==> src/hdl/srlc_pkg.sv <==
package srlc_pkg;

  // line position and type counter widths
  localparam int POS_W = 10;
  localparam int CNT_W = 32;

  // decoupling queue between classifier and verdict stage
  localparam int QDEPTH = 2;
  localparam int QPTR_W = (QDEPTH > 1) ? $clog2(QDEPTH) : 1;

  localparam logic [POS_W-1:0] POS_MAX = {POS_W{1'b1}};
  localparam logic [CNT_W-1:0] CNT_MAX = {CNT_W{1'b1}};

  // ascii codes
  localparam logic [7:0] CH_S  = 8'h53;
  localparam logic [7:0] CH_0  = 8'h30;
  localparam logic [7:0] CH_1  = 8'h31;
  localparam logic [7:0] CH_3  = 8'h33;
  localparam logic [7:0] CH_4  = 8'h34;
  localparam logic [7:0] CH_7  = 8'h37;
  localparam logic [7:0] CH_8  = 8'h38;
  localparam logic [7:0] CH_9  = 8'h39;
  localparam logic [7:0] CH_UA = 8'h41;
  localparam logic [7:0] CH_UF = 8'h46;
  localparam logic [7:0] CH_LA = 8'h61;
  localparam logic [7:0] CH_LF = 8'h66;

  // byte role codes
  localparam logic [1:0] ROLE_NONE = 2'd0;
  localparam logic [1:0] ROLE_ADDR = 2'd1;
  localparam logic [1:0] ROLE_DATA = 2'd2;

  // majority codes
  localparam logic [1:0] MAJ_NONE = 2'd0;
  localparam logic [1:0] MAJ_S1   = 2'd1;
  localparam logic [1:0] MAJ_S2   = 2'd2;
  localparam logic [1:0] MAJ_S3   = 2'd3;

  // classified character, front to back
  typedef struct packed {
    logic       file_start;
    logic       line_last;
    logic       long_line;
    logic       type_ok;
    logic       hex_ok;
    logic       count_ok;
    logic       sum_ok;
    logic [7:0] type_char;
    logic [1:0] role;
    logic [7:0] value;
  } srlc_evt_t;

  // one result word
  typedef struct packed {
    logic [1:0] role;
    logic [7:0] value;
    logic       line_done;
    logic       type_ok;
    logic       hex_ok;
    logic       count_ok;
    logic       sum_ok;
    logic       start_ok;
    logic       term_ok;
    logic [7:0] record_char;
    logic [1:0] maj;
  } srlc_res_t;

  function automatic logic is_upper_hex(input logic [7:0] c);
    return ((c >= CH_0) && (c <= CH_9)) || ((c >= CH_UA) && (c <= CH_UF));
  endfunction

  function automatic logic [3:0] nibble_of(input logic [7:0] c);
    logic [7:0] d;
    d = 8'd0;
    if ((c >= CH_0) && (c <= CH_9)) begin
      d = c - CH_0;
      return d[3:0];
    end else if ((c >= CH_UA) && (c <= CH_UF)) begin
      d = c - CH_UA;
      return d[3:0] + 4'd10;
    end else if ((c >= CH_LA) && (c <= CH_LF)) begin
      d = c - CH_LA;
      return d[3:0] + 4'd10;
    end
    return 4'd0;
  endfunction

  // address field length in bytes for a record type digit
  function automatic logic [2:0] addr_bytes(input logic [7:0] t);
    logic [2:0] n;
    case (t)
      8'h30, 8'h31, 8'h35, 8'h39: n = 3'd2;
      8'h32, 8'h36, 8'h38:        n = 3'd3;
      8'h33, 8'h37:               n = 3'd4;
      default:                    n = 3'd0;
    endcase
    return n;
  endfunction

endpackage

==> src/hdl/srlc_back.sv <==
module srlc_back (
  input  logic                  clk,
  input  logic                  rst_n,
  input  logic                  evt_valid,
  input  srlc_pkg::srlc_evt_t   evt,
  output logic                  evt_pop,
  output logic                  res_valid,
  output srlc_pkg::srlc_res_t   res,
  input  logic                  res_ready
);
  import srlc_pkg::*;

  logic [CNT_W-1:0] cnt_r   [3];
  logic [CNT_W-1:0] cnt_nxt [3];
  logic             expect_r, expect_nxt;
  logic             valid_r;
  srlc_res_t        res_r, res_nxt;

  logic [CNT_W-1:0] base [3];
  logic [7:0]       tdiff;
  logic             bump;
  logic [1:0]       maj;
  logic             term_ok;

  assign evt_pop   = evt_valid && (!valid_r || res_ready);
  assign res_valid = valid_r;
  assign res       = res_r;

  // type counters and majority
  always_comb begin
    tdiff = evt.type_char - CH_1;
    bump  = evt.line_last && evt.long_line &&
            (evt.type_char >= CH_1) && (evt.type_char <= CH_3);
    for (int i = 0; i < 3; i++) begin
      base[i]    = evt.file_start ? '0 : cnt_r[i];
      cnt_nxt[i] = base[i];
      if (bump && (tdiff[1:0] == 2'(i)) && (base[i] != CNT_MAX)) begin
        cnt_nxt[i] = base[i] + CNT_W'(1);
      end
    end
    if ((cnt_nxt[0] > cnt_nxt[1]) && (cnt_nxt[0] > cnt_nxt[2])) begin
      maj = MAJ_S1;
    end else if ((cnt_nxt[1] > cnt_nxt[0]) && (cnt_nxt[1] > cnt_nxt[2])) begin
      maj = MAJ_S2;
    end else if ((cnt_nxt[2] > cnt_nxt[0]) && (cnt_nxt[2] > cnt_nxt[1])) begin
      maj = MAJ_S3;
    end else begin
      maj = MAJ_NONE;
    end
  end

  // terminating record against the majority type
  always_comb begin
    case (evt.type_char)
      CH_9:    term_ok = (maj == MAJ_S1);
      CH_8:    term_ok = (maj == MAJ_S2);
      CH_7:    term_ok = (maj == MAJ_S3);
      default: term_ok = 1'b1;
    endcase
  end

  // result word
  always_comb begin
    expect_nxt    = evt.file_start || expect_r;
    res_nxt       = '0;
    res_nxt.role  = evt.role;
    res_nxt.value = evt.value;
    if (evt.line_last) begin
      res_nxt.line_done   = 1'b1;
      res_nxt.record_char = evt.type_char;
      res_nxt.maj         = maj;
      if (evt.long_line) begin
        res_nxt.type_ok  = evt.type_ok;
        res_nxt.hex_ok   = evt.hex_ok;
        res_nxt.count_ok = evt.count_ok;
        res_nxt.sum_ok   = evt.sum_ok;
        res_nxt.start_ok = expect_nxt ? (evt.type_ok && (evt.type_char == CH_0)) : 1'b1;
        res_nxt.term_ok  = term_ok;
      end
      expect_nxt = 1'b0;
    end
  end

  // counter and output registers
  always_ff @(posedge clk) begin
    if (!rst_n) begin
      for (int i = 0; i < 3; i++) cnt_r[i] <= '0;
      expect_r <= 1'b1;
      valid_r  <= 1'b0;
    end else if (evt_pop) begin
      for (int i = 0; i < 3; i++) cnt_r[i] <= cnt_nxt[i];
      expect_r <= expect_nxt;
      valid_r  <= 1'b1;
    end else if (res_ready) begin
      valid_r <= 1'b0;
    end
  end

  always_ff @(posedge clk) begin
    if (evt_pop) begin
      res_r <= res_nxt;
    end
  end

`ifndef ASSERT_OFF
  // verdicts appear only on the line end word
  a_verdict_idle: assert property (@(posedge clk) disable iff (!rst_n)
    (valid_r && !res_r.line_done) |->
      (!res_r.type_ok && !res_r.hex_ok && !res_r.count_ok && !res_r.sum_ok &&
       !res_r.start_ok && !res_r.term_ok && (res_r.record_char == 8'd0) &&
       (res_r.maj == MAJ_NONE)))
    else $error("verdict fields set off a line end");

  // no released byte means a zero value
  a_byte_idle: assert property (@(posedge clk) disable iff (!rst_n)
    (valid_r && (res_r.role == ROLE_NONE)) |-> (res_r.value == 8'd0))
    else $error("byte value without a byte role");

  // byte role is always one of the three defined codes
  a_role_code: assert property (@(posedge clk) disable iff (!rst_n)
    valid_r |-> ((res_r.role == ROLE_NONE) || (res_r.role == ROLE_ADDR) ||
                 (res_r.role == ROLE_DATA)))
    else $error("undefined byte role");
`endif

endmodule

==> config.mk <==
export PLATFORM = sky130hd
export DESIGN_NAME = srlc_back
export DESIGN_NICKNAME = d
export VERILOG_FILES = /design/src/hdl/srlc_pkg.sv /design/src/hdl/srlc_back.sv
export SDC_FILE = /design/constraint.sdc
export NUM_CORES = 1
export LEC_CHECK = 0
export BUFFER_PORTS_ARGS = -buffer_cell sky130_fd_sc_hd__buf_2
export CORE_ASPECT_RATIO = 0.6
export CORE_MARGIN = 5
export CORE_UTILIZATION = 47
export CTS_BUF_LIST = sky130_fd_sc_hd__clkbuf_4 sky130_fd_sc_hd__clkbuf_8
export CTS_CLUSTER_DIAMETER = 50
export DETAILED_ROUTE_END_ITERATION = 10
export HOLD_SLACK_MARGIN = 0.02
export PLACE_DENSITY = 0.67
export SYNTH_ARGS = -nofsm -noshare
export SYNTH_HDL_FRONTEND = slang
export SYNTH_SLANG_ARGS = --single-unit
==> constraint.sdc <==
create_clock -name clk -period 5.6 [get_ports clk]
set_input_delay 0.56 -clock clk [delete_from_list [all_inputs] [get_ports clk]]
set_output_delay 0.56 -clock clk [all_outputs]
set_load 0.005 [all_outputs]
==> results of run 1 <==
how the worst min path moves through the flow:
stage / endpoint / startpoint / depth (start not counted) / slack (ns)
3_3_place_gp: expect_r / expect_r / 2 / 0.51
3_5_place_dp: expect_r / expect_r / 2 / 0.52
2_1_floorplan: expect_r / expect_r / 2 / 0.49
5_1_grt: res[24] / evt[7] / 1 / 0.23
4_1_cts: res[26] / evt[9] / 1 / 0.24
6_report: res[26] / evt[9] / 1 / 0.27
metrics by stage:
step	instances	setup TNS [ns]
2_1_floorplan	1052	0
3_3_place_gp	1519	-0.899
3_5_place_dp	1519	-0.908
4_1_cts	1551	0
5_1_grt	1551	-0.00840
6_report	1551	0
timing repair:
item / CTS / global route
hold buffers: 0 / 0
gates resized for setup: 0 / 16
setup endpoints to repair: 0 / 3
buffers inserted: 0 / 0
per-layer routing:
layer	share of wire (%)	wire [um]	global-route usage, %
met5	0	0	0
met1	49	14900	40.2
met3	14	4200	11.5
met4	0.82	249	5.10
met2	36	11000	31.0
layout by cell type, fill, tap and decap left out, drive strengths merged, types with 5 or more instances in the layout:
cell type	n
nand4b	11
or2	14
a21o	13
and2	19
a21oi	24
nand2	99
buf	228
edfxtp	123
nor3	36
a31oi	7
nor2	150
o211ai	7
nand4	47
a211oi	11
o21ai	23
ha	89
xor2	36
inv	51
and3	21
nand3	50
xnor2	59
and4	6
nor2b	20
nor4	15
clkinv	5
nand2b	9
clkbuf	24
or4	10
power by group through the flow:
stage	clock network (mW)	logic, mW	registers [mW]
after floorplan	0	0.265	1.15
after global placement	0	0.449	1.16
after detailed placement	0	0.456	1.16
after CTS	0.828	0.460	1.14
after global routing	0.874	0.519	1.15
final	0.820	0.477	1.14
state kept, by name, summed over array words and instances (netlist names):
register,count
cnt_r,96
expect_r,1
res,27
res_valid,1
worst max-delay path, stage by stage:
cell and delay, ns:
buf_2 0.15, buf_12 0.14, buf_4 0.12, nor2b_1 0.15, ha_1 0.22, nand4_2 0.16, or4_1 0.56, or4_4 0.55
and2_0 0.24, and3_1 0.22, xnor2_1 0.13, or2_2 0.31, ha_1 0.31, a21oi_1 0.16, a21boi_0 0.09, o21ai_0 0.21
o211ai_1 0.15, a21oi_1 0.16, nor3_1 0.08, a311oi_2 0.38, o21ai_2 0.16, o221a_1 0.23, o311a_1 0.28
logic make-up (layout without fill, tap and decap cells):
kind of cell    after synthesis  in the layout  synth area share (%)
mux                           2              2                 0.245
xor+xnor                     95             95                  8.59
fa+ha+maj                    90             90                  11.6
flops                       125            125                  38.6
compound gates              124            124                  8.98
buf+inv                      85            311                  3.50
simple gates                531            531                  28.5
final cells by class:
class / instances / area (sq um)
fill: 1706 / 8170
multi-input combinational: 842 / 5690
sequential: 125 / 3730
timing repair buffer: 228 / 1590
tap: 273 / 342
clock buffer: 24 / 299
inverter: 51 / 191
clock inverter: 8 / 92.6
==> key figures, run 1 <==
Critical path
  – Critical Path End Type: register
  – Crit path launch: evt[24]
  – Setup crit end: res[10]
  – Worst setup path class: input port to register
  – Crit path max fanout: 5
  – Crit path required time: 5.82 ns
  – R2r worst-path depth: 20
  – Worst r2r src: cnt_r[0][32]
  – Crit path launch type: input port
  – Worst EP arrival: 5.72 ns
  – FF-to-FF End: res[10]
  – R2R Setup Slk: 0.17 ns

Routing
  – Drt total wl: 30400 um
  – 1st-iter DRT viols: 894
  – Antenna-violating nets left: 0
  – Via count: 8883
  – DRC: 0
  – Drt via density: 5.73
  – Routed WL per cell: 19.6 um
  – Drt pass-1 iters: 5

Floorplan
  – Die Wd: 195 um
  – Die Y: 121 um
  – Row count: 40
  – Initial Util: 48.1%
  – I/O pin cnt: 58
  – Core area: 20100 sq um
  – Die area: 23700 sq um

GRT
  – Initial antenna violation count: 0
  – Vias in the first global route: 8169
  – All-Layer GR Usage: 25.5%
  – GR Overflow Total: 0
  – Largest net degree at the start of global routing: 55
  – First-pass GRT wire length: 46100 um

Yosys
  – Main synth FF type: edfxtp_1
  – Syn avg cell area: 9.21 sq um
  – Number of enable flip-flop cells after synthesis: 123
  – Top cells by count, synth: nor2_1 (149), edfxtp_1 (123), nand2_1 (99)
  – Synth warn: 0
  – Distinct cell type count after synthesis: 83
  – #FFs+latches synth: 125
  – Mapped Area: 9680 sq um
  – Gate Count Post-Synth: 1052
  – Synth top area share: 38.1%
  – Top-count cell post-synth: nor2_1
  – Largest area contributor in the netlist: edfxtp_1
  – Asr flop ratio synth: 0%
  – Net Count, Synth: 1170
  – Synth top area cells: edfxtp_1 (38%), ha_1 (11%), nor2_1 (5.8%), xnor2_1 (5.3%), nand2_1 (3.8%)
  – Register area share after synthesis: 38.6%

STA
  – Final Hold Viols: 0
  – Slew Viols, Final: 0
  – Slew HR: 37.6%
  – Clock skew: 0.0112 ns
  – Measured slew at the worst slew-check pin: 0.932 ns
  – Setup WS post-layout: 0.0959 ns
  – Final setup fails: 0
  – Period utilisation layout: 98.3%
  – Final worst path period need: 5.50 ns
  – Max Fclk: 182 MHz
  – Final hold slack: 0.266 ns

Pwr
  – Switching portion of total power: 28.8%
  – Int Power: 1.74 mW
  – Pleak: 4.96 nW
  – Reg power frac: 46.8%
  – P_sw: 703 uW
  – Power Density: 204 nW/um^2
  – Combinational share of power: 19.6%
  – Design Power: 2.44 mW
  – Clock share of power: 33.6%
  – Worst vdd ir: 0.184 mV

Clocking
  – CTS Buffer Depth: 2
  – Worst-Skew Late Latency: 0.47 ns
  – CTS root buffer: clkbuf_8
  – Clock-pin slew on the worst setup and hold paths: 0.07 ns
  – Clock sinks: 125
  – Clock buffer count from CTS: 17
  – H-tree depth: 4
  – CTS tree: built

Status
  – Status: finished clean

Placement
  – Post-Place Cell Area: 11500 sq um
  – GP Congestion: 1.01
  – PortBufs: 57
  – Place WS: -0.411 ns
  – HPWL Detailed: 24100 um

Layout
  – Post-layout net count: 1383
  – Layout cells sized above 1: 24.2%
  – Synth-to-Final Area Change: 23.4%
  – Post-layout util: 59.4%
  – Fin area: 11900 sq um
  – ANT cells: 0

Flow run
  – Max_cap viols: 0

Min path
  – Hold WC Path Type: input port to register
(Power assumes the default switching activity.)
==> run 2, diff against run 1 <==
==> config.mk (replaced) <==
export PLATFORM = sky130hd
export DESIGN_NAME = srlc_back
export DESIGN_NICKNAME = d
export VERILOG_FILES = /design/src/hdl/srlc_pkg.sv /design/src/hdl/srlc_back.sv
export SDC_FILE = /design/constraint.sdc
export NUM_CORES = 1
export LEC_CHECK = 0
export CORE_MARGIN = 5
export CORE_UTILIZATION = 47
export CTS_BUF_LIST = sky130_fd_sc_hd__clkbuf_4 sky130_fd_sc_hd__clkbuf_8
export CTS_CLUSTER_DIAMETER = 80
export DETAILED_ROUTE_END_ITERATION = 10
export DONT_BUFFER_PORTS = 1
export HOLD_SLACK_MARGIN = 0.02
export SYNTH_ARGS = -nofsm -noshare
export SYNTH_HDL_FRONTEND = slang
export SYNTH_SLANG_ARGS = --single-unit
==> key figures, run 2 (synthesis results as in run 1) <==
Status
  – Status: finished clean (unchanged)

Routing
  – DRC: 0 (unchanged)
  – Via count: 8155 (was 8883)
  – Antenna-violating nets left: 0 (unchanged)
  – Drt pass-1 iters: 5 (unchanged)
  – Drt via density: 5.75 (was 5.73)
  – Routed WL per cell: 19.1 um (was 19.6 um)
  – 1st-iter DRT viols: 641 (was 894)
  – Drt total wl: 27100 um (was 30400 um)

STA
  – Slew HR: 31.6% (was 37.6%)
  – Slew Viols, Final: 0 (unchanged)
  – Measured slew at the worst slew-check pin: 1.02 ns (was 0.932 ns)
  – Period utilisation layout: 95.9% (was 98.3%)
  – Final Hold Viols: 0 (unchanged)
  – Max Fclk: 186 MHz (was 182 MHz)
  – Final setup fails: 0 (unchanged)
  – Final worst path period need: 5.37 ns (was 5.50 ns)
  – Clock skew: 0.0184 ns (was 0.0112 ns)

Critical path
  – Crit path required time: 5.83 ns (was 5.82 ns)
  – Critical Path End Type: register (unchanged)
  – Worst EP arrival: 5.60 ns (was 5.72 ns)
  – R2R Setup Slk: 0.23 ns (was 0.17 ns)
  – Worst setup path class: register to register (was input port to register)
  – Crit path launch type: register (was input port)
  – Crit path max fanout: 6 (was 5)

GRT
  – All-Layer GR Usage: 22.6% (was 25.5%)
  – Vias in the first global route: 7796 (was 8169)
  – Initial antenna violation count: 0 (unchanged)
  – Largest net degree at the start of global routing: 92 (was 55)
  – First-pass GRT wire length: 42200 um (was 46100 um)
  – GR Overflow Total: 0 (unchanged)

Clocking
  – CTS tree: built (unchanged)
  – Postcts setup bufs: 0 (unchanged)
  – CTS Buffer Depth: 2 (unchanged)
  – Clock sinks: 125 (unchanged)
  – CTS root buffer: clkbuf_8 (unchanged)
  – Worst-Skew Late Latency: 0.47 ns (about the same)
  – H-tree depth: 4 (unchanged)
  – # hold bufs at CTS: 0 (unchanged)
  – Clock buffer count from CTS: 17 (unchanged)
  – Clock-pin slew on the worst setup and hold paths: 0.09 ns (was 0.07 ns)

Layout
  – Multi-input gate area: 5670 sq um (was 5690 sq um)
  – Commonest non-fill, non-tap cell in the layout: nor2_1 (was buf_4)
  – Post-layout net count: 1254 (was 1383)
  – Largest register by flop count: cnt_r (unchanged)
  – Layout cells sized above 1: 15.4% (was 24.2%)
  – Commonest non-fill, non-tap cells in the layout: nor2_1 (148), edfxtp_1 (123), buf_4 (99), nand2_1 (98), ha_1 (88) (was buf_4 (169), nor2_1 (148), edfxtp_1 (123), nand2_1 (98), ha_1 (88))
  – Synth-to-Final Area Change: 14.2% (was 23.4%)
  – Reg area: 3730 sq um (unchanged)
  – ANT cells: 0 (unchanged)
  – Fillers: 1854 (was 1706)
  – Max FFs per register: 96 (unchanged)
  – Finished Layout Cells: 1419 (was 1551)

Placement
  – HPWL Detailed: 21000 um (was 24100 um)
  – Placed cell count: 1387 (was 1519)
  – PortBufs: 0 (was 57)
  – GP Congestion: 0.931 (was 1.01)

Floorplan
  – I/O pin cnt: 58 (unchanged)
  – Core area: 20200 sq um (was 20100 sq um)
  – Initial Util: 47.9% (was 48.1%)
  – Die Y: 154 um (was 121 um)
  – Die area: 23600 sq um (was 23700 sq um)
  – Die Wd: 154 um (was 195 um)
  – Row count: 52 (was 40)

Min path
  – Hold WC Path Type: input port to register (unchanged)

Pwr
  – Power Density: 209 nW/um^2 (was 204 nW/um^2)
  – Pleak: 4.35 nW (was 4.96 nW)
  – Worst vdd ir: 0.133 mV (was 0.184 mV)
  – Design Power: 2.31 mW (was 2.44 mW)

Flow run
  – Max_cap viols: 0 (unchanged)
## run 2: worst max-delay path: stages (launching register included)
cell and delay (ns):
edfxtp_1 0.39, nor2b_2 0.19, ha_2 0.23, nand4_2 0.14, or4_1 0.56, or4_4 0.57, and2_1 0.27, nand2_1 0.10
nor2_1 0.08, nand2_1 0.10, xnor2_1 0.11, nand2_1 0.14, ha_1 0.35, a21o_1 0.18, a21o_1 0.17, a21oi_1 0.22
o211ai_1 0.15, a21oi_1 0.17, nor3_1 0.07, a311oi_2 0.28, o21ai_2 0.14, o221a_1 0.22, o311a_1 0.28
## run 2: area by class of cell
class                           instances  area share, %
Multi-Input combinational cell        842           51.3
Tap cell                              270           3.06
Inverter                               51           1.73
Timing Repair Buffer                   99           6.72
Clock inverter                         15           1.30
Clock buffer                           17           2.12
Sequential cell                       125           33.8
## run 2: routing by layer
metal	track usage, %	wire length (um)	vias to the layer above
met5	0	0	-
met4	7.23	601	0
met3	4.33	1470	39
met2	36.4	12500	233
met1	31.1	12500	3852
li1	-	-	4031
## run 2: path summary, 6_finish.rpt
check	end	depth (start not counted)	startpoint
hold / removal	res[20]	0	evt[3]
setup / recovery	res[10]	22	cnt_r[0][32]
hold reg to reg	expect_r	2	expect_r
setup reg to reg	res[10]	22	cnt_r[0][32]
## run 2: what timing repair did
action	in CTS	in global routing
gates resized for setup	2	11
pin swaps	0	1
endpoints found under the setup margin	2	2
## run 2: power by group
part           internal (mW)  switching [mW]  leakage (nW)
Combinational          0.162           0.221          2.82
Clock                  0.328           0.455         0.187
Sequential              1.09          0.0533          1.34
## run 2: per-stage QoR
stage	setup TNS [ns]	util (%)	hold WS [ns]	worst slack, ns	instance area, sq um
final	0	54.6	0.183	0.227	11100
after global routing	-0.00843	54.6	0.152	-0.00843	11100
after CTS	0	54.4	0.158	0.0265	11000
after detailed placement	-0.496	52.5	0.544	-0.301	10600
after global placement	-0.543	52.5	0.521	-0.312	10600
after floorplan	0	-	0.485	0.105	9680
